**config.mk**
```make
export PLATFORM = sky130hd
export DESIGN_NAME = csc_cell
export DESIGN_NICKNAME = d
export VERILOG_FILES = /design/src/design/cordic_sine_cosine_rotation_assert.svh /design/src/design/csc_pkg.sv /design/src/design/csc_cell.sv
export SDC_FILE = /design/constraint.sdc
export NUM_CORES = 1
export LEC_CHECK = 0
export ABC_AREA = 1
export BUFFER_PORTS_ARGS = -buffer_cell sky130_fd_sc_hd__buf_4
export CORE_MARGIN = 1.5
export CORE_UTILIZATION = 55
export DETAILED_ROUTE_END_ITERATION = 8
export PLACE_DENSITY_LB_ADDON = 0.3
export REMOVE_ABC_BUFFERS = 1
export SLEW_MARGIN = 0
export SYNTH_ARGS = -nofsm -noshare
export SYNTH_HDL_FRONTEND = slang
export SYNTH_SLANG_ARGS = --single-unit
```
**constraint.sdc**
```tcl
create_clock -name aclk -period 4.3 [get_ports aclk]
set_input_delay 0.215 -clock aclk [delete_from_list [all_inputs] [get_ports aclk]]
set_output_delay 0.215 -clock aclk [all_outputs]
set_load 0.02 [all_outputs]
```
**src/design/cordic_sine_cosine_rotation_assert.svh**
```systemverilog
// Assertion macros for the CORDIC sine/cosine block.
// Included by the top level; expects aclk and aresetn in scope.
`ifndef CORDIC_SINE_COSINE_ROTATION_ASSERT_SVH
`define CORDIC_SINE_COSINE_ROTATION_ASSERT_SVH
`ifndef SYNTHESIS
`define CSC_ASSERT(label, prop, msg) \
    label: assert property (@(posedge aclk) disable iff (!aresetn) prop) else $error(msg);
`define CSC_ASSERT_NEVER(label, expr, msg) \
    label: assert property (@(posedge aclk) disable iff (!aresetn) !(expr)) else $error(msg);
`else
`define CSC_ASSERT(label, prop, msg)
`define CSC_ASSERT_NEVER(label, expr, msg)
`endif
`endif

```
**src/design/csc_pkg.sv**
```systemverilog
// Shared types, constants and ROM tables for the CORDIC sine/cosine block.
// No dependencies.
package csc_pkg;

    localparam int STAGES_DEF     = 32;
    localparam int DATA_WIDTH_DEF = 32;
    localparam int ROM_SIZE       = 32;
    localparam int ROM_IDX_W      = 5;
    localparam int ANGLE_W        = 24;
    localparam int RESULT_W       = 32;
    localparam int MAG_W          = 23;
    localparam int APB_ADDR_W     = 3;
    localparam int APB_DATA_W     = 32;

    localparam logic signed [ANGLE_W-1:0]  ANGLE_LIMIT = 24'sd5898240;
    localparam logic [40:0]                DEG2RAD_Q46 = 41'd1228166276394;
    localparam logic [20:0]                DEG2RAD_HI  = DEG2RAD_Q46[40:20];
    localparam logic [19:0]                DEG2RAD_LO  = DEG2RAD_Q46[19:0];
    localparam logic signed [RESULT_W-1:0] ONE_Q30     = 32'sd1073741824;

    // register map
    localparam logic [0:0]           REG_LAST_ITERATION = 1'b0;
    localparam logic [ROM_IDX_W-1:0] LAST_ITER_RESET    = 5'd31;

    typedef struct packed {
        logic signed [31:0] alpha;
        logic signed [31:0] target;
    } angle_t;

    typedef logic [ROM_SIZE-1:0][30:0] gain_rom_t;

    localparam logic [29:0] ATAN_ROM [ROM_SIZE] = '{
        30'd843314857, 30'd497837829, 30'd263043837, 30'd133525159, 30'd67021687,
        30'd33543516, 30'd16775851, 30'd8388437, 30'd4194283, 30'd2097149,
        30'd1048576, 30'd524288, 30'd262144, 30'd131072, 30'd65536, 30'd32768,
        30'd16384, 30'd8192, 30'd4096, 30'd2048, 30'd1024, 30'd512, 30'd256,
        30'd128, 30'd64, 30'd32, 30'd16, 30'd8, 30'd4, 30'd2, 30'd1, 30'd0
    };

    // Gain in Q30 for n = idx+1 rotations: largest g with g*g*P <= 2^121,
    // P = 2 in Q2.61 grown by P >> 2i per rotation.
    function automatic gain_rom_t build_gain_rom();
        gain_rom_t    rom;
        logic [63:0]  p;
        logic [30:0]  g;
        logic [30:0]  c;
        logic [127:0] cc;
        logic [127:0] prod;
        rom = '0;
        for (int n = 1; n <= ROM_SIZE; n++) begin
            p = 64'd1 << 62;
            for (int i = 1; i < n; i++) begin
                p = p + (p >> (2 * i));
            end
            g = '0;
            for (int b = 30; b >= 0; b--) begin
                c    = g | (31'd1 << b);
                cc   = 128'(c) * 128'(c);
                prod = cc * 128'(p);
                if (prod <= (128'd1 << 121)) begin
                    g = c;
                end
            end
            rom[n-1] = g;
        end
        return rom;
    endfunction

    localparam gain_rom_t GAIN_ROM = build_gain_rom();

endpackage

```
**src/design/csc_cell.sv**
```systemverilog
// One CORDIC micro-rotation cell: shift-add on x/y and angle accumulate.
// Bypasses when its index is past the last configured iteration. Uses csc_pkg.
module csc_cell #(
    parameter int INDEX      = 0,
    parameter int DATA_WIDTH = csc_pkg::DATA_WIDTH_DEF
) (
    input  logic                                aclk,
    input  logic                                aresetn,
    input  logic                                en,
    input  logic [csc_pkg::ROM_IDX_W-1:0]       last_idx,
    input  logic                                valid_in,
    input  logic signed [DATA_WIDTH-1:0]        x_in,
    input  logic signed [DATA_WIDTH-1:0]        y_in,
    input  csc_pkg::angle_t                     ang_in,
    output logic                                valid_out,
    output logic signed [DATA_WIDTH-1:0]        x_out,
    output logic signed [DATA_WIDTH-1:0]        y_out,
    output csc_pkg::angle_t                     ang_out
);
    import csc_pkg::*;

    localparam logic signed [31:0] ATAN_STEP = $signed({2'b00, ATAN_ROM[INDEX]});

    logic                         valid_reg;
    logic signed [DATA_WIDTH-1:0] x_reg, x_next;
    logic signed [DATA_WIDTH-1:0] y_reg, y_next;
    angle_t                       ang_reg, ang_next;
    logic signed [DATA_WIDTH-1:0] xs;
    logic signed [DATA_WIDTH-1:0] ys;
    logic                         active;

    assign xs     = x_in >>> INDEX;
    assign ys     = y_in >>> INDEX;
    assign active = (ROM_IDX_W'(INDEX) <= last_idx);

    always_comb begin
        ang_next.target = ang_in.target;
        if (!active) begin
            x_next         = x_in;
            y_next         = y_in;
            ang_next.alpha = ang_in.alpha;
        end else if (ang_in.alpha < ang_in.target) begin
            x_next         = x_in - ys;
            y_next         = y_in + xs;
            ang_next.alpha = ang_in.alpha + ATAN_STEP;
        end else begin
            x_next         = x_in + ys;
            y_next         = y_in - xs;
            ang_next.alpha = ang_in.alpha - ATAN_STEP;
        end
    end

    always_ff @(posedge aclk) begin
        if (!aresetn) begin
            valid_reg <= 1'b0;
        end else if (en) begin
            valid_reg <= valid_in;
        end
    end

    always_ff @(posedge aclk) begin
        if (en) begin
            x_reg   <= x_next;
            y_reg   <= y_next;
            ang_reg <= ang_next;
        end
    end

    assign valid_out = valid_reg;
    assign x_out     = x_reg;
    assign y_out     = y_reg;
    assign ang_out   = ang_reg;

endmodule
```
Word level (Yosys, flattened, before mapping)
Cells that the tools add are included.
{"block": "classes", "addsub": 5, "mux": 6, "order_cmp": 2}
{"operator": "$mux 32", "count": 6}
{"operator": "$sub 32x32->32", "count": 2}
{"operator": "$add 32x31->32 const B", "count": 1}
{"operator": "$add 32x32->32", "count": 1}
{"operator": "$lt 32x32->1", "count": 1}
{"operator": "$sub 32x31->32 const B", "count": 1}
{"operator": "$le 1x5->1 const A", "count": 1}
{"block": "totals", "register_bits": 129, "out_inout_bits": 129, "elab_cells": 18}

Longest topological paths before layout
{"block": "logic_depth", "word_depth": 3, "mapped_depth": 30, "depth_no_buf": 27}

Worst setup path after synthesis
OpenSTA, ideal clock, no wires.
{"block": "synth_timing", "path_kind": "input to register", "from": "input port ang_in[21] in the netlist's numbering", "to": "register ang_reg, in the netlist ang_out[58], data pin", "n_path_buf": 3, "arrival_time_ns": 3.398, "slack_ns": 0.650, "cell_stages": 22, "required_ns": 4.048, "path_cell_list": "inv_1 -> ha_1 -> a21oi_1 -> nor2_1 -> nor2_1 -> nand3_1 -> a21oi_1 -> nand3_1 -> nand2_2 -> buf_6 -> buf_4 -> clkbuf_1 -> ha_1 -> inv_1 -> o21ai_0 -> or2_2 -> nand3_1 -> nand2_1 -> nand2_1 -> nand2_1 -> nand2_1 -> nand2_1"}
{"item": "start, declared", "line_no": "csc_cell.sv:14", "rtl": "input csc_pkg::angle_t ang_in,"}
{"item": "end signal, assigned", "line_no": "csc_cell.sv:65", "rtl": "ang_reg <= ang_next;"}
{"item": "end, declared", "line_no": "csc_cell.sv:27", "rtl": "angle_t ang_reg, ang_next;"}

==> impl_metrics.py <==
metrics = {
    "status": {
        "status": "complete, no violations",
    },
    "place": {
        "hpwlAfterDp_um": 32600,
        "port_buffers": 260,
        "routabilityCongestion": 0.991,
    },
    "detailed_routing": {
        "final_antenna_net_count": 0,
        "routedWlPerCell_um": 16.8,
        "drt-initial-drc-count": 848,
        "routed_via_density": 5.47,
        "drt-pass1-iter-count": 7,
        "drt_wl_total_um": 40800,
        "vias": 13300,
        "drcViolationCount": 0,
    },
    "logic_synthesis": {
        "netlist_instances": 1821,
        "netlist_area_um2": 13000,
        "yosys_most_used_dff": "edfxtp_1",
        "ys_ff_latch": 129,
        "syn_area_per_cell_um2": 7.15,
        "synthArstFlopShare_pct": 0,
        "ys_types": 50,
        "synth_edf_count": 128,
        "ys.warnings.count": 0,
        "ys_seq_area_share_pct": 29.7,
    },
    "sta": {
        "tightest_slew_ps": 1040,
        "rsz0062_at_grt": "no",
        "setup_viol": 0,
        "tns_ps": 0,
        "whs_ps": 43.5,
        "finalMaxSlewViolations": 0,
        "slew_headroom_pct": 30.4,
        "skew_ps": 0,
        "layout_worst_path_cycle_share_pct": 93.6,
        "hold_viol": 0,
        "fmax_mhz": 248,
        "fin_crit_ps": 4030,
    },
    "die": {
        "num_rows": 56,
        "die-width_um": 157,
        "core-area_um2": 23300,
        "dieArea_um2": 24600,
        "ios": 266,
        "initial_utilization_pct": 55.8,
        "die_h_um": 157,
    },
    "power": {
        "power.leakage_uw": 0.00828,
        "irDropWorstVdd_mv": 0.201,
        "power_density_nw_per_um2": 372,
    },
    "clocking": {
        "cts_buffers": 17,
        "clk_latency_ps": 430,
        "htreeDepth": 4,
        "post_cts_resized": 0,
        "cts_tree": "done",
        "clock-sinks": 129,
        "cts-hold-fix-buffers": 32,
        "cts-root-buf": "clkbuf_16",
        "clkSlewWorstSetupHoldPaths_ps": 70,
        "cts_setup_buffers": 0,
        "clk_path_buf_depth": 2,
    },
    "global_routing": {
        "grt_max_degree": 82,
        "gr-total-overflow": 0,
        "antenna_found_initial": 0,
        "grt_pass1_vias": 12700,
        "track_usage_pct": 33.2,
        "grt_pass1_wl_um": 63000,
    },
    "worst_setup_path": {
        "crit_path_max_incr_delay_ps": 540,
        "endpoint_kind": "flip-flop",
        "path_cells": "dlygate4sd3_1 -> buf_4 -> inv_1 -> ha_1 -> nand2_1 -> nor2_1 -> nand2_1 -> nor2_1 -> nand2_2 -> nand3_1 -> nand2_2 -> ha_1 -> inv_1 -> o21ai_0 -> nand2_1 -> nand2_1 -> nand2_1 -> nand3_2 -> nand2_1 -> nand3_1 -> nand2_1",
        "crit_top_cell": "nand2_1",
        "crit_type": "in2reg",
        "start_kind": "primary input",
        "crit_fanout": 20,
        "crit_buf_inv": 4,
        "cp.arrival_ps": 4210,
        "slowest_stage": "dlygate4sd3_1",
        "path_delay_family": "simple AND/OR/NAND/NOR gates",
        "worstPathRequired_ps": 4490,
    },
    "min_path": {
        "hp-class": "in2reg",
    },
    "finish": {
        "fillers": 1983,
        "num_antenna_cells": 0,
        "final_layout_size_suffix_gt1_share_pct": 17.4,
        "fin_nets": 2384,
        "area_delta_synth_final_pct": 24.4,
    },
    "run": {
        "cap_violations": 0,
    },
}
==> synthesized netlist by cell type (all sizes together) (3+ instances only) <==
library cell,instances,area (um^2)
nand4,14,87.6
nor3,17,95.1
nand3b,4,30.0
nand2,432,1770
o21bai,6,45.0
nand3,58,305
a221oi,5,43.8
nor2,193,796
clkbuf,32,120
o211ai,7,52.6
o21a,7,52.6
ha,141,1760
o21ai,160,801
inv,321,1200
xnor2,3,26.3
a21boi,3,22.5
o2111ai,5,43.8
and2,3,18.8
fa,3,60.1
a21oi,164,832
a21o,3,22.5
nor4,3,18.8
edfxtp,128,3840
buf,7,77.6
xor2,86,753
==> through the flow <==
step / area, um^2 / utilization, % / total power (uW) / setup slack, ps / std cells
floorplan: 12800 / - / 3400 / 679 / 1782
global placement: 15200 / 65.3 / 4300 / 549 / 2371
detailed placement: 15200 / 65.3 / 4350 / 490 / 2371
CTS: 16200 / 69.4 / 5980 / 394 / 2434
global route: 16200 / 69.4 / 6330 / 18.9 / 2434
finish: 16200 / 69.4 / 6020 / 275 / 2434
==> layout make-up <==
type	instances	area, um^2	area share (%)
Multi-Input combinational cell	1330	7740	47.8
Timing Repair Buffer	302	2350	14.5
Clock inverter	14	204	1.26
Clock buffer	17	425	2.63
Tap cell	319	399	2.46
Inverter	323	1210	7.49
Sequential cell	129	3860	23.9
==> worst reg2reg max path, cell delays in order, from the launching register on <==
cell and delay (ps):
dfxtp_1 310, o21ai_0 160, a21oi_1 70
==> metal layers <==
| metal | part of all wire [%] | vias up | global-route usage [%] |
|---|---|---|---|
| li1 | - | 6468 | - |
| met5 | 0 | - | 0 |
| met4 | 4.7 | 0 | 16.0 |
| met3 | 6.2 | 130 | 4.49 |
| met1 | 40 | 6137 | 39.9 |
| met2 | 49 | 569 | 58.4 |
==> registers in the layout, summed over array words and instances (netlist names) <==
name / flops
x_out: 32
valid_out: 1
y_out: 32
ang_out: 64
==> power breakdown <==
group          internal, uW  total [uW]  switching [uW]  leakage, uW
clock                   979        1610             629     0.000303
sequential             1700        1770            66.3      0.00126
combinational           938        2650            1710      0.00671
==> logic make-up after synthesis <==
kind of cell    Yosys count  share of synthesized area, %
buf+inv                 362                          10.8
mux                       2                         0.154
simple gates            727                          24.1
compound gates          368                          15.2
flops                   129                          29.7
xor+xnor                 89                          5.99
fa+ha+maj               144                          14.0
==> cells in the final DEF (no fill, tap or decap), types with 5 or more instances in the layout <==
master / count
nand2_2: 28
o2111ai_1: 5
o211ai_1: 7
nand4_1: 14
dlygate4sd3_1: 32
a221oi_1: 5
o21ai_0: 157
clkbuf_16: 17
o21a_1: 7
nand2_1: 394
nor2_2: 10
xor2_1: 86
o21bai_1: 6
nor2_1: 178
nand2_4: 10
buf_4: 270
inv_2: 5
edfxtp_1: 128
nand3_1: 55
inv_1: 316
ha_1: 141
nor3_1: 15
a21oi_1: 161
==> path summary, 6_finish.rpt <==
kind | from | end | slack (ps) | cells past startpoint
worst max-delay path | ang_in[31] | ang_out[60] | 270 | 21
worst min-delay path | aresetn | valid_out | 40 | 3
worst max register to register | valid_out | valid_out | 3600 | 2
worst min register to register | valid_out | valid_out | 570 | 2
(Power assumes the default switching activity.)
