==> src/design/cordic_sine_cosine_rotation_assert.svh <==
// Assertion macros for the CORDIC sine/cosine block.
// Included by the top level; expects aclk and aresetn in scope.
`ifndef CORDIC_SINE_COSINE_ROTATION_ASSERT_SVH
`define CORDIC_SINE_COSINE_ROTATION_ASSERT_SVH
`ifndef SYNTHESIS
`define CSC_ASSERT(label, prop, msg) \
    label: assert property (@(posedge aclk) disable iff (!aresetn) prop) else $error(msg);
`define CSC_ASSERT_NEVER(label, expr, msg) \
    label: assert property (@(posedge aclk) disable iff (!aresetn) !(expr)) else $error(msg);
`else
`define CSC_ASSERT(label, prop, msg)
`define CSC_ASSERT_NEVER(label, expr, msg)
`endif
`endif

==> src/design/csc_pkg.sv <==
// Shared types, constants and ROM tables for the CORDIC sine/cosine block.
// No dependencies.
package csc_pkg;

    localparam int STAGES_DEF     = 32;
    localparam int DATA_WIDTH_DEF = 32;
    localparam int ROM_SIZE       = 32;
    localparam int ROM_IDX_W      = 5;
    localparam int ANGLE_W        = 24;
    localparam int RESULT_W       = 32;
    localparam int MAG_W          = 23;
    localparam int APB_ADDR_W     = 3;
    localparam int APB_DATA_W     = 32;

    localparam logic signed [ANGLE_W-1:0]  ANGLE_LIMIT = 24'sd5898240;
    localparam logic [40:0]                DEG2RAD_Q46 = 41'd1228166276394;
    localparam logic [20:0]                DEG2RAD_HI  = DEG2RAD_Q46[40:20];
    localparam logic [19:0]                DEG2RAD_LO  = DEG2RAD_Q46[19:0];
    localparam logic signed [RESULT_W-1:0] ONE_Q30     = 32'sd1073741824;

    // register map
    localparam logic [0:0]           REG_LAST_ITERATION = 1'b0;
    localparam logic [ROM_IDX_W-1:0] LAST_ITER_RESET    = 5'd31;

    typedef struct packed {
        logic signed [31:0] alpha;
        logic signed [31:0] target;
    } angle_t;

    typedef logic [ROM_SIZE-1:0][30:0] gain_rom_t;

    localparam logic [29:0] ATAN_ROM [ROM_SIZE] = '{
        30'd843314857, 30'd497837829, 30'd263043837, 30'd133525159, 30'd67021687,
        30'd33543516, 30'd16775851, 30'd8388437, 30'd4194283, 30'd2097149,
        30'd1048576, 30'd524288, 30'd262144, 30'd131072, 30'd65536, 30'd32768,
        30'd16384, 30'd8192, 30'd4096, 30'd2048, 30'd1024, 30'd512, 30'd256,
        30'd128, 30'd64, 30'd32, 30'd16, 30'd8, 30'd4, 30'd2, 30'd1, 30'd0
    };

    // Gain in Q30 for n = idx+1 rotations: largest g with g*g*P <= 2^121,
    // P = 2 in Q2.61 grown by P >> 2i per rotation.
    function automatic gain_rom_t build_gain_rom();
        gain_rom_t    rom;
        logic [63:0]  p;
        logic [30:0]  g;
        logic [30:0]  c;
        logic [127:0] cc;
        logic [127:0] prod;
        rom = '0;
        for (int n = 1; n <= ROM_SIZE; n++) begin
            p = 64'd1 << 62;
            for (int i = 1; i < n; i++) begin
                p = p + (p >> (2 * i));
            end
            g = '0;
            for (int b = 30; b >= 0; b--) begin
                c    = g | (31'd1 << b);
                cc   = 128'(c) * 128'(c);
                prod = cc * 128'(p);
                if (prod <= (128'd1 << 121)) begin
                    g = c;
                end
            end
            rom[n-1] = g;
        end
        return rom;
    endfunction

    localparam gain_rom_t GAIN_ROM = build_gain_rom();

endpackage

==> src/design/csc_angle_prep.sv <==
// Angle front end: saturation, degree-to-radian scaling in two partial
// products, and sign restore. Three register stages. Uses csc_pkg.
module csc_angle_prep (
    input  logic                                aclk,
    input  logic                                aresetn,
    input  logic                                en,
    input  logic                                valid_in,
    input  logic signed [csc_pkg::ANGLE_W-1:0]  angle_in,
    output logic                                valid_out,
    output logic signed [31:0]                  target_out
);
    import csc_pkg::*;

    logic [2:0]               valid_reg;
    logic [2:0]               valid_next;
    logic [MAG_W-1:0]         mag_reg, mag_next;
    logic                     neg_a_reg, neg_a_next;
    logic [43:0]              prod_hi_reg, prod_hi_next;
    logic [42:0]              prod_lo_reg, prod_lo_next;
    logic                     neg_b_reg;
    logic signed [31:0]       target_reg, target_next;
    logic signed [ANGLE_W-1:0] sat;
    logic [63:0]              sum;
    logic [30:0]              tmag;

    always_comb begin
        if (angle_in > ANGLE_LIMIT) begin
            sat = ANGLE_LIMIT;
        end else if (angle_in < -ANGLE_LIMIT) begin
            sat = -ANGLE_LIMIT;
        end else begin
            sat = angle_in;
        end
        neg_a_next = sat[ANGLE_W-1];
        mag_next   = neg_a_next ? MAG_W'(-sat) : MAG_W'(sat);
    end

    assign prod_hi_next = 44'(mag_reg) * 44'(DEG2RAD_HI);
    assign prod_lo_next = 43'(mag_reg) * 43'(DEG2RAD_LO);

    always_comb begin
        sum         = {prod_hi_reg, 20'd0} + 64'(prod_lo_reg);
        tmag        = sum[62:32];
        target_next = neg_b_reg ? -$signed({1'b0, tmag}) : $signed({1'b0, tmag});
    end

    assign valid_next = {valid_reg[1:0], valid_in};

    always_ff @(posedge aclk) begin
        if (!aresetn) begin
            valid_reg <= '0;
        end else if (en) begin
            valid_reg <= valid_next;
        end
    end

    always_ff @(posedge aclk) begin
        if (en) begin
            mag_reg     <= mag_next;
            neg_a_reg   <= neg_a_next;
            prod_hi_reg <= prod_hi_next;
            prod_lo_reg <= prod_lo_next;
            neg_b_reg   <= neg_a_reg;
            target_reg  <= target_next;
        end
    end

    assign valid_out  = valid_reg[2];
    assign target_out = target_reg;

endmodule

==> config.mk <==
export PLATFORM = sky130hd
export DESIGN_NAME = csc_angle_prep
export DESIGN_NICKNAME = d
export VERILOG_FILES = /design/src/design/cordic_sine_cosine_rotation_assert.svh /design/src/design/csc_pkg.sv /design/src/design/csc_angle_prep.sv
export SDC_FILE = /design/constraint.sdc
export NUM_CORES = 1
export LEC_CHECK = 0
export ABC_AREA = 1
export CAP_MARGIN = 5
export CORE_UTILIZATION = 35
export DETAILED_ROUTE_END_ITERATION = 12
export DONT_BUFFER_PORTS = 1
export GPL_ROUTABILITY_DRIVEN = 0
export PLACE_DENSITY = 0.5
export SETUP_SLACK_MARGIN = 0.3
export SLEW_MARGIN = 0
export SYNTH_ARGS = -nofsm -noshare
export SYNTH_HDL_FRONTEND = slang
export SYNTH_SLANG_ARGS = --single-unit
==> constraint.sdc <==
create_clock -name aclk -period 8.2 [get_ports aclk]
set_clock_uncertainty 0.15 [all_clocks]
set_input_delay 1.64 -clock aclk [delete_from_list [all_inputs] [get_ports aclk]]
set_output_delay 1.64 -clock aclk [all_outputs]
set_load 0.01 [all_outputs]
# Word-level counts from Yosys, hierarchy flattened
# Cells that the tools add are included.
dict set report totals {
  regBits 144
  inputBits 28
  output_inout_bits 33
  wordCells 19
}
dict set report op_classes {
  add_sub_neg 3
  n_mul 2
  order_cmp 2
  n_mux 4
}
# cell n
set op_table {}
lappend op_table {{adder 63 x 43 -> 63 bit} 1}
lappend op_table {{two-way mux 24 bit} 2}
lappend op_table {{multiplier 23 x 19 -> 42 bit (second input constant)} 1}
lappend op_table {{multiplier 23 x 20 -> 42 bit (second input constant)} 1}
lappend op_table {{negation 31 -> 32 bit} 1}
lappend op_table {{two-way mux 31 bit} 1}
lappend op_table {{> comparator 24 bit (second input constant)} 1}
lappend op_table {{< comparator 24 bit (second input constant)} 1}
lappend op_table {{two-way mux 23 bit} 1}
lappend op_table {{negation 23 bit} 1}

# Depth between registers and ports, before layout
# Gate-level depths: netlist of the first run.
dict set report logic_depth {
  word_depth 5
  ltp_mapped 24
  mapped_depth_nobuf 24
}

# Least setup slack after synthesis of the first run
# Ideal clock, no wire load.
dict set report synth_path {
  kind {register to register}
  start {reg mag_reg[8]}
  end {reg prod_hi_reg[41] (data pin)}
  setup_ps 262
  arrival_time_ps 5818
  required_time_ps 7788
  path_slack_ps 1970
  stages_incl_launch_ff 25
  n_path_buf 0
  synth_period_minus_slack_ps 6230
  path_cell_list {edfxtp_1 -> inv_1 -> fa_1 -> inv_1 -> fa_1 -> inv_1 -> fa_1 -> inv_1 -> fa_1 -> fa_1 -> fa_1 -> inv_1 -> fa_1 -> inv_1 -> ha_1 -> nand2_1 -> nor2_1 -> inv_1 -> nor2_1 -> inv_1 -> nor4_1 -> a21oi_1 -> o21ai_0 -> a21oi_1 -> xor2_1}
}
dict set report synth_via {
  elab_chain_len 1
}
# item line
set synth_rtl {}
lappend synth_rtl {{start: declaration} csc_angle_prep.sv:16} ;# logic [MAG_W-1:0] mag_reg, mag_next;
lappend synth_rtl {{start signal: assignment} csc_angle_prep.sv:59} ;# mag_reg <= mag_next;
lappend synth_rtl {{multiplier 23 x 20 -> 42 bit} csc_angle_prep.sv:38} ;# assign prod_hi_next = 44'(mag_reg) * 44'(DEG2RAD_HI);
lappend synth_rtl {{via prod_hi_next[41]} csc_angle_prep.sv:18} ;# logic [43:0] prod_hi_reg, prod_hi_next;
lappend synth_rtl {{end signal: assignment} csc_angle_prep.sv:61} ;# prod_hi_reg <= prod_hi_next;
lappend synth_rtl {{end: declaration} csc_angle_prep.sv:18}
# The timed path passes the listed nets, and every way through them passes these cells.
# A chain may end at the register's enable or synchronous reset.

# Final worst setup path of the first run
dict set report layout_path {
  start {reg mag_reg[14]}
  end {reg prod_hi_reg[41] (data pin)}
}
# The elaborated chain is that of the path after synthesis.

==> results of run 1 <==
## worst min-delay path, stage by stage, from the launching register on
cell and delay (ns):
sky130_fd_sc_hd__dfxtp_1 0.31, sky130_fd_sc_hd__nor2_1 0.09, sky130_fd_sc_hd__nor2_1 0.05
## stage by stage
| step | cells | utilization | worst slack [ns] | area [um2] |
|---|---|---|---|---|
| finish | 3718 | 0.380 | 1.05 | 25000 |
| global route | 3718 | 0.380 | 0.667 | 25000 |
| CTS | 3718 | 0.380 | 1.10 | 25000 |
| detailed placement | 3687 | 0.371 | 1.12 | 24400 |
| global placement | 3687 | 0.371 | 1.11 | 24400 |
| floorplan | 2826 | - | 1.97 | 23300 |
## cell type report
class                           instances  area share
Clock buffer                           18      0.0172
Tap cell                              864      0.0433
Clock inverter                         13     0.00672
Multi-Input combinational cell       1924       0.667
Sequential cell                       124       0.148
Inverter                              768       0.115
Timing Repair Buffer                    7     0.00211
## per-layer routing
| metal | wire length [um] | track usage | share of wire |
|---|---|---|---|
| met2 | 30200 | 0.329 | 0.45 |
| met1 | 30100 | 0.269 | 0.45 |
| met5 | 0 | 0 | 0 |
| met4 | 2450 | 0.0840 | 0.037 |
| met3 | 3680 | 0.0411 | 0.055 |
## cells by family after synthesis
| group | Yosys count | synth area share |
|---|---|---|
| and+or+nand+nor | 904 | 0.168 |
| adders and majority gates | 651 | 0.446 |
| DFF | 124 | 0.159 |
| AOI/OAI and AO/OA | 277 | 0.0667 |
| buffers and inverters | 778 | 0.126 |
| xor gates and xnor gates | 92 | 0.0349 |
## placed cells by master, fill, tap and decap left out, types with 5 or more instances in the layout
cell,count
sky130_fd_sc_hd__xnor2_1,34
sky130_fd_sc_hd__o21ai_0,83
sky130_fd_sc_hd__a21oi_1,121
sky130_fd_sc_hd__inv_2,7
sky130_fd_sc_hd__a21o_1,8
sky130_fd_sc_hd__ha_1,353
sky130_fd_sc_hd__o211ai_1,6
sky130_fd_sc_hd__edfxtp_1,121
sky130_fd_sc_hd__nor2_2,25
sky130_fd_sc_hd__o21bai_1,5
sky130_fd_sc_hd__a31oi_1,19
sky130_fd_sc_hd__xor2_1,57
sky130_fd_sc_hd__nor3_1,19
sky130_fd_sc_hd__nand2_1,504
sky130_fd_sc_hd__a21boi_0,8
sky130_fd_sc_hd__nand2_2,20
sky130_fd_sc_hd__nand4_1,40
sky130_fd_sc_hd__fa_1,298
sky130_fd_sc_hd__clkbuf_16,17
sky130_fd_sc_hd__nand3_2,8
sky130_fd_sc_hd__buf_4,7
sky130_fd_sc_hd__nor2_1,176
sky130_fd_sc_hd__nand3_1,93
sky130_fd_sc_hd__inv_1,759
sky130_fd_sc_hd__o21a_1,6
## path summary, 6_finish.rpt
path                startpoint              end  slack [ns]  cells past startpoint
hold / removal    valid_reg[0]     valid_reg[1]        0.35                      2
setup reg to reg   mag_reg[14]  prod_hi_reg[41]        1.05                     21
hold reg to reg   valid_reg[0]     valid_reg[1]        0.35                      2
setup / recovery   mag_reg[14]  prod_hi_reg[41]        1.05                     21
==> qor.yml, run 1 <==
run_status:
  status: "complete, no violations"
cts:
  root_buffer: "sky130_fd_sc_hd__clkbuf_16"
  cts.sink_count: 124
  post_cts.resized_instances: 0
  cts.repair_timing.setup_buffer_count: 0
  worst_setup_hold_path_clk_slew_ns: 0.06
  clk-insertion-delay-late_ns: 0.47
  cts-root-to-sink-buffers: 2
  tritoncts.num_buffers: 17
  h-tree-depth: 4
  holdBufCountCts: 0
  cts_tree: "yes"
setup_path:
  cpPeakStageDelay_ns: 0.69
  start_kind: "register"
  kind_of_cell_adding_the_most_delay_to_the_critical_path: "adder cells"
  critPathMaxFanout: 7
  critical_path.most_common_cell: "sky130_fd_sc_hd__fa_1"
  worst_path_max_delay_cell: "sky130_fd_sc_hd__edfxtp_1"
  critical_path_required_ns: 8.27
  crit_path_dat_ns: 7.22
  type_of_the_worst_setup_path: "reg -> reg"
  critical_path_buf_inv_count: 5
  critPathCaptureType: "register"
  path_cells: "inv_1 -> fa_1 -> inv_1 -> fa_1 -> fa_1 -> fa_1 -> fa_1 -> fa_1 -> inv_1 -> fa_1 -> inv_1 -> ha_1 -> nand2_1 -> inv_1 -> a21oi_1 -> a21boi_0 -> o21ai_0 -> a21oi_1 -> o21ai_0 -> a21oi_1 -> xor2_1"
sta:
  final_clock_period_utilization_by_the_worst_path: 0.872
  period_minus_slack_ns: 7.15
  final.hold.worst_slack_ns: 0.347
  hold_viol_final: 0
  finalSetupViolations: 0
  final_max_slew_viol_count: 0
  slew_headroom: 0.329
  setup_repair_after_global_routing_missed_its_margin: "false"
  setup_tns_ns: 0
  max_freq_mhz: 140
  worst_pin_slew_ns: 1.01
routing:
  post_drt_via_cell_ratio: 4.83
  ant_nets: 0
  route.detailed.wl_per_inst_um: 17.9
  drt_first_pass_iters: 5
  via_count: 18000
  drc: 0
  drt-total-wl_mm: 66.4
  drt_first_iter_violations: 1013
synth:
  synth_async_sr_flop_share: 0
  post-synth-top-count-cell: "sky130_fd_sc_hd__inv_1"
  number_of_synthesized_flops_with_an_enable_pin: 121
  ys_top_cells_by_area: "sky130_fd_sc_hd__fa_1, sky130_fd_sc_hd__ha_1, sky130_fd_sc_hd__edfxtp_1"
  netlist.top_cell.by_area: "sky130_fd_sc_hd__fa_1"
  synth.top_cells.by_count: "sky130_fd_sc_hd__inv_1, sky130_fd_sc_hd__nand2_1, sky130_fd_sc_hd__ha_1"
  postSynthRegisterBits: 124
  ys.flop_type: "sky130_fd_sc_hd__edfxtp_1"
  syn_inst: 2826
  synth-seq-area-share: 0.159
  synth.top_cell.area_share: 0.256
  synthesis.yosys.warnings: 0
  yosysUniqueCellTypes: 48
  synthesis.nets: 3505
  synthesis.area_mm2: 0.0233
  synthesis.area_per_instance_um2: 8.24
global_route:
  grt_first_pass_wirelength_mm: 104
  grt_max_degree: 126
  first_global_vias: 18600
  grt_use_total: 0.205
  grt_antenna_before_repair: 2
  global_route_overflow: 0
die:
  fp.dieArea_mm2: 0.0676
  row_count: 94
  coreArea_mm2: 0.0657
  effective_utilization_at_floorplan: 0.354
  die_width_um: 260
  ioPinCount: 61
  dieHeight_um: 260
place:
  port_buffers: 0
  detailedPlacementHpwl_mm: 58.5
layout:
  fin_nets: 3521
  post_route_cells_drive_above_1_share: 0.0399
  syn_to_final_growth_pct: 7.20
  layout.filler_cells: 6780
  seqCellArea_mm2: 0.00369
  insertedDiodeCount: 0
  multi_input_gate_area_mm2: 0.0167
  largest_register_ffs: 41
job:
  cap_viol_max_count: 0
worst_hold_path:
  class_of_the_tightest_hold_or_removal_check: "reg -> reg"
Power of run 1 is not shown: default switching activity piles up to over one toggle a cycle in this logic, so the estimate is an artifact.
==> run 2: changes to the inputs <==
- CTS_BUF_LIST: default -> sky130_fd_sc_hd__clkbuf_4
==> run 2 against run 1 <==
Compared with the run above:
- worst hold slack gained 0.0093 ns
- worst setup slack gained 0.072 ns
- first-iteration DRC count grew 5.4%
- cell area shrank 1.2%
- die area is the same
- register-to-register slack gained 0.07 ns
- via count shrank 0.15%
- clock-buffer cell count is the same
- critical path type unchanged
- critical endpoint unchanged
- highest routed layer unchanged
==> qor.yml, run 2 (synthesized netlist as in run 1, its figures left out) <==
run_status:
  status: "complete, no violations"
sta:
  slew_headroom: 0.335  # +0.00568
  worst_pin_slew_ns: 0.998  # -0.00852 ns
  final_clock_period_utilization_by_the_worst_path: 0.864  # -0.00880
  final_max_slew_viol_count: 0  # unchanged
  setup_repair_after_global_routing_missed_its_margin: "false"
  period_minus_slack_ns: 7.08  # -0.0721 ns
  finalSetupViolations: 0  # unchanged
  hold_viol_final: 0  # unchanged
  max_freq_mhz: 141  # +1.0%
  setup_tns_ns: 0  # unchanged
global_route:
  grt_antenna_before_repair: 4  # +2
  grt_use_total: 0.205  # -0.000286
  grt_max_degree: 126  # unchanged
  first_global_vias: 18500  # -0.40%
  grt_first_pass_wirelength_mm: 104  # about the same
  global_route_overflow: 0  # unchanged
routing:
  drt-total-wl_mm: 66.4  # about the same
  route.detailed.wl_per_inst_um: 17.9  # about the same
  drc: 0  # unchanged
  ant_nets: 0  # unchanged
  drt_first_iter_violations: 1068  # +5.4%
  via_count: 17900  # -0.15%
  post_drt_via_cell_ratio: 4.82  # -0.20%
  drt_first_pass_iters: 7  # +2
layout:
  fin_nets: 3521  # unchanged
  layout.filler_cells: 6825  # +0.66%
  largest_register_ffs: 41  # unchanged
  syn_to_final_growth_pct: 5.95
  post_route_cells_drive_above_1_share: 0.0403  # +0.000350
  multi_input_gate_area_mm2: 0.0167  # unchanged
  leading_cell_type_in_the_layout_fill_and_taps_excluded: "sky130_fd_sc_hd__inv_1"
  most-common-layout-cells: "sky130_fd_sc_hd__inv_1, sky130_fd_sc_hd__nand2_1, sky130_fd_sc_hd__ha_1"
  seqCellArea_mm2: 0.00369  # unchanged
setup_path:
  critical_path.reg2reg.startpoint: "mag_reg[14]"
  critical_path_required_ns: 8.46  # +0.19 ns
  crit-reg2reg-capture: "prod_hi_reg[41]"
  reg2reg_depth: 21  # unchanged
  crit_path_dat_ns: 7.35  # +0.13 ns
  critPathMaxFanout: 7  # unchanged
  reg2reg_setup_slack_ns: 1.12  # +0.07 ns
  type_of_the_worst_setup_path: "reg -> reg"
  start_kind: "register"
  critPathCaptureType: "register"
cts:
  cts.repair_timing.setup_buffer_count: 0  # unchanged
  root_buffer: "sky130_fd_sc_hd__clkbuf_4"
  post_cts.resized_instances: 0  # unchanged
  h-tree-depth: 4  # unchanged
  cts_tree: "yes"
  worst_setup_hold_path_clk_slew_ns: 0.13  # +0.07 ns
  tritoncts.num_buffers: 17  # unchanged
  cts-root-to-sink-buffers: 2  # unchanged
  clk-insertion-delay-late_ns: 0.68  # +0.21 ns
  cts.sink_count: 124  # unchanged
  holdBufCountCts: 0  # unchanged
die:
  die_width_um: 260  # unchanged
  dieHeight_um: 260  # unchanged
  row_count: 94  # unchanged
  coreArea_mm2: 0.0657  # unchanged
  fp.dieArea_mm2: 0.0676  # unchanged
  effective_utilization_at_floorplan: 0.354  # unchanged
  ioPinCount: 61  # unchanged
place:
  port_buffers: 0  # unchanged
  detailedPlacementHpwl_mm: 58.5  # unchanged
worst_hold_path:
  whs_path_depth: 2  # unchanged
  worstHoldStart: "valid_reg[0]"
  whs_endpoint: "valid_reg[1]"
  class_of_the_tightest_hold_or_removal_check: "reg -> reg"
job:
  cap_viol_max_count: 0  # unchanged
run 2: layout make-up:
type                    count  share of cell area
multi-input cells        1924               0.675
flip-flops and latches    124               0.150
inverters                 768               0.117
well taps                 864              0.0438
clock inverters            13             0.00680
clock buffers              18             0.00548
repair buffers              7             0.00213
diodes                      2            0.000203
run 2: how the worst max path moves through the flow:
stage	slack, ns	startpoint	endpoint	cells after the start
after floorplan	1.97	mag_reg[8]	prod_hi_reg[41]	24
after global placement	1.11	mag_reg[14]	prod_hi_reg[41]	21
after detailed placement	1.12	mag_reg[14]	prod_hi_reg[41]	21
after CTS	1.10	mag_reg[14]	prod_hi_reg[41]	21
after global routing	0.67	mag_reg[14]	prod_hi_reg[41]	22
final	1.12	mag_reg[14]	prod_hi_reg[41]	21
run 2: layer usage:
metal	global-route usage	vias to the layer above	routed length (um)
li1	-	8822	-
met2	0.330	451	30400
met3	0.0431	77	3740
met1	0.268	8576	30100
met5	0	-	0
met4	0.0773	0	2180
run 2: stage by stage:
| step | hold WS (ns) | cell area (um2) | cells | util | setup slack (ns) |
|---|---|---|---|---|---|
| global route | 0.382 | 24700 | 3720 | 0.375 | 0.670 |
| detailed placement | 0.338 | 24400 | 3687 | 0.371 | 1.12 |
| finish | 0.356 | 24700 | 3720 | 0.375 | 1.12 |
| floorplan | 0.250 | 23300 | 2826 | - | 1.97 |
| CTS | 0.362 | 24700 | 3718 | 0.375 | 1.10 |
| global placement | 0.310 | 24400 | 3687 | 0.371 | 1.11 |
run 2: worst max-delay path, stage by stage (launching register included):
cell and delay, ns:
sky130_fd_sc_hd__edfxtp_1 0.67, sky130_fd_sc_hd__inv_1 0.43, sky130_fd_sc_hd__fa_1 0.59, sky130_fd_sc_hd__inv_1 0.05
sky130_fd_sc_hd__fa_1 0.46, sky130_fd_sc_hd__fa_1 0.50, sky130_fd_sc_hd__fa_1 0.56, sky130_fd_sc_hd__fa_1 0.43
sky130_fd_sc_hd__fa_1 0.51, sky130_fd_sc_hd__inv_1 0.06, sky130_fd_sc_hd__fa_1 0.48, sky130_fd_sc_hd__inv_1 0.04
sky130_fd_sc_hd__ha_1 0.34, sky130_fd_sc_hd__nand2_1 0.14, sky130_fd_sc_hd__inv_1 0.05, sky130_fd_sc_hd__a21oi_1 0.23
sky130_fd_sc_hd__a21boi_0 0.21, sky130_fd_sc_hd__o21ai_0 0.10, sky130_fd_sc_hd__a21oi_1 0.35, sky130_fd_sc_hd__o21ai_0 0.21
sky130_fd_sc_hd__a21oi_1 0.19, sky130_fd_sc_hd__xor2_1 0.08
Power of run 2 is left out for the same reason.
==> run 3: changes to the inputs <==
- PLACE_DENSITY: 0.5 -> 0.56
- clock period: 8.2 -> 5.9 ns (I/O delays scaled with it)
==> run 3 against run 2 <==
Compared with the run above:
- the flow now finishes with violations (setup timing)
- sequential share of layout area is 1.8 points lower
- worst setup slack worse by 1.3 ns
- cell area is 14% higher
- via count is 4.4% higher
- largest cell class unchanged
==> qor.yml, run 3 (synthesized netlist as in run 1, its figures left out) <==
worst_hold_path:
  class_of_the_tightest_hold_or_removal_check: "reg -> reg"
  worstHoldStart: "valid_reg[0]"
  whs_path_depth: 2  # unchanged
  whs_endpoint: "valid_reg[1]"
routing:
  post_drt_via_cell_ratio: 4.68  # -2.8%
  via_count: 18700  # +4.4%
  drt-total-wl_mm: 67.6  # +1.7%
  drt_first_iter_violations: 1063  # -0.47%
  ant_nets: 0  # unchanged
  route.detailed.wl_per_inst_um: 16.9  # -5.3%
  drt_first_pass_iters: 5  # -2
  drc: 0  # unchanged
die:
  die_width_um: 260  # unchanged
  coreArea_mm2: 0.0657  # unchanged
  row_count: 94  # unchanged
  effective_utilization_at_floorplan: 0.354  # unchanged
  fp.dieArea_mm2: 0.0676  # unchanged
  ioPinCount: 61  # unchanged
  dieHeight_um: 260  # unchanged
setup_path:
  critPathMaxFanout: 4  # -3
  start_kind: "register"
  worst_path_max_delay_cell: "sky130_fd_sc_hd__fa_2"
  crit_path_dat_ns: 6.41  # -0.94 ns
  critPathCaptureType: "register"
  critical_path_buf_inv_count: 10  # +5
  critical_path_required_ns: 6.23  # -2.23 ns
  kind_of_cell_adding_the_most_delay_to_the_critical_path: "adder cells"
  reg2reg_depth: 24  # +14%
  cpPeakStageDelay_ns: 0.53  # -0.14 ns
  crit-reg2reg-capture: "prod_hi_reg[26]"
  critical_path.most_common_cell: "sky130_fd_sc_hd__fa_1"
  type_of_the_worst_setup_path: "reg -> reg"
  critical_path.reg2reg.startpoint: "mag_reg[7]"
  reg2reg_setup_slack_ns: -0.18  # -1.29 ns
  path_cells: "inv_2 -> buf_12 -> fa_1 -> inv_2 -> fa_1 -> inv_2 -> fa_2 -> fa_1 -> inv_1 -> fa_2 -> fa_1 -> inv_1 -> fa_1 -> inv_2 -> ha_4 -> buf_4 -> buf_4 -> a31oi_4 -> o21ai_2 -> nand3_1 -> o211ai_1 -> a21o_1 -> buf_4 -> xor2_1"
  crit_path_start: "mag_reg[7]"
cts:
  holdBufCountCts: 0  # unchanged
  h-tree-depth: 4  # unchanged
  cts.sink_count: 124  # unchanged
  clk-insertion-delay-late_ns: 0.74  # +0.06 ns
  cts-root-to-sink-buffers: 2  # unchanged
  root_buffer: "sky130_fd_sc_hd__clkbuf_4"
  tritoncts.num_buffers: 17  # unchanged
  worst_setup_hold_path_clk_slew_ns: 0.14  # about the same
  cts_tree: "yes"
layout:
  leading_cell_type_in_the_layout_fill_and_taps_excluded: "sky130_fd_sc_hd__inv_1"
  most-common-layout-cells: "sky130_fd_sc_hd__inv_1, sky130_fd_sc_hd__nand2_1, sky130_fd_sc_hd__ha_1"
  fin_nets: 3793  # +7.7%
  post_route_cells_drive_above_1_share: 0.204  # +0.164
  syn_to_final_growth_pct: 20.8
  largest_register_ffs: 41  # unchanged
global_route:
  grt_antenna_before_repair: 4  # unchanged
  grt_first_pass_wirelength_mm: 105  # +0.59%
  first_global_vias: 18800  # +1.7%
  grt_max_degree: 126  # unchanged
  global_route_overflow: 0  # unchanged
  grt-busiest-layer: "met2"
  groute.layer.met1.usage: 0.272  # +0.00426
  use_met3: 0.0258  # -0.0173
  grt_use_total: 0.205  # +0.000423
  grtUsageMet2: 0.340  # +0.0100
sta:
  period_minus_slack_ns: 6.08  # -1.01 ns
  hold_viol_final: 0  # unchanged
  final.hold.worst_slack_ns: 0.347  # -0.00908 ns
  finalSetupViolations: 10  # +10
  worst_pin_slew_ns: 1.07  # +0.0761 ns
  slew_headroom: 0.284  # -0.0507
  worst_slack_ns: -0.176  # -1.29 ns
  max_freq_mhz: 165  # +17%
  final_clock_period_utilization_by_the_worst_path: 1.03  # +0.166
  final_max_slew_viol_count: 0  # unchanged
  setup_repair_after_global_routing_missed_its_margin: "true"
place:
  detailedPlacementHpwl_mm: 59.3  # +1.3%
  port_buffers: 0  # unchanged
job:
  cap_viol_max_count: 0  # unchanged
run_status:
  status: "finished with violations"
  violations_in_the_final_reports: "setup timing"
-- run 3: cell types whose count changed in the layout (fill, tap and decap cells not counted), sizes merged --
| cell | change |
|---|---|
| diode | +1 |
| clkbuf | -1 |
| bufinv | -2 |
| buf | +272 |
| inv | +7 |
| clkinv | -3 |
-- run 3: timing repair --
action / 4_1_cts / 5_1_grt
setup buffers: 24 / 20
pin swaps: 57 / 61
cloned: 0 / 0
resized for setup: 139 / 166
setup endpoints to repair: 44 / 48
-- run 3: routing by layer --
| metal | vias to the layer above | part of all wire |
|---|---|---|
| met3 | 100 | 0.044 |
| met2 | 426 | 0.47 |
| met5 | - | 0 |
| met1 | 8817 | 0.45 |
| li1 | 9368 | - |
| met4 | 0 | 0.038 |
-- run 3: worst reg2reg max path, cell delays in order (launching register included) --
cell	delay [ns]
sky130_fd_sc_hd__edfxtp_1	0.39
sky130_fd_sc_hd__inv_2	0.08
sky130_fd_sc_hd__buf_12	0.13
sky130_fd_sc_hd__fa_1	0.48
sky130_fd_sc_hd__inv_2	0.04
sky130_fd_sc_hd__fa_1	0.50
sky130_fd_sc_hd__inv_2	0.05
sky130_fd_sc_hd__fa_2	0.53
sky130_fd_sc_hd__fa_1	0.41
sky130_fd_sc_hd__inv_1	0.08
sky130_fd_sc_hd__fa_2	0.43
sky130_fd_sc_hd__fa_1	0.49
sky130_fd_sc_hd__inv_1	0.05
sky130_fd_sc_hd__fa_1	0.50
sky130_fd_sc_hd__inv_2	0.05
sky130_fd_sc_hd__ha_4	0.24
sky130_fd_sc_hd__buf_4	0.15
sky130_fd_sc_hd__buf_4	0.13
sky130_fd_sc_hd__a31oi_4	0.19
sky130_fd_sc_hd__o21ai_2	0.09
sky130_fd_sc_hd__nand3_1	0.08
sky130_fd_sc_hd__o211ai_1	0.12
sky130_fd_sc_hd__a21o_1	0.21
sky130_fd_sc_hd__buf_4	0.14
sky130_fd_sc_hd__xor2_1	0.13
-- run 3: cell type report --
| cell class | instances | area (um2) |
|---|---|---|
| Antenna cell | 3 | 7.51 |
| Clock buffer | 17 | 128 |
| Clock inverter | 15 | 173 |
| Fill cell | 6534 | 37600 |
| Inverter | 768 | 2890 |
| Multi-Input combinational cell | 1924 | 18000 |
| Sequential cell | 124 | 3690 |
| Tap cell | 864 | 1080 |
| Timing Repair Buffer | 279 | 2200 |
-- run 3: worst max path at each step --
stage / cells past startpoint / endpoint
after CTS: 26 / prod_hi_reg[39]
final: 24 / prod_hi_reg[26]
after floorplan: 24 / prod_hi_reg[41]
after global placement: 22 / prod_hi_reg[39]
after global routing: 23 / prod_hi_reg[39]
after detailed placement: 22 / prod_hi_reg[39]
-- run 3: stage by stage --
stage | worst slack (ns) | setup TNS, ns | cells | util | cell area [um2]
2_1_floorplan | -0.0981 | -0.0981 | 2826 | - | 23400
3_3_place_gp | -0.236 | -1.20 | 3915 | 0.399 | 26200
3_5_place_dp | -0.262 | -2.09 | 3915 | 0.399 | 26200
4_1_cts | -0.134 | -0.681 | 3971 | 0.416 | 27300
5_1_grt | -0.328 | -3.95 | 3994 | 0.428 | 28100
6_report | -0.176 | -0.929 | 3994 | 0.428 | 28100
Power of run 3 is left out for the same reason.
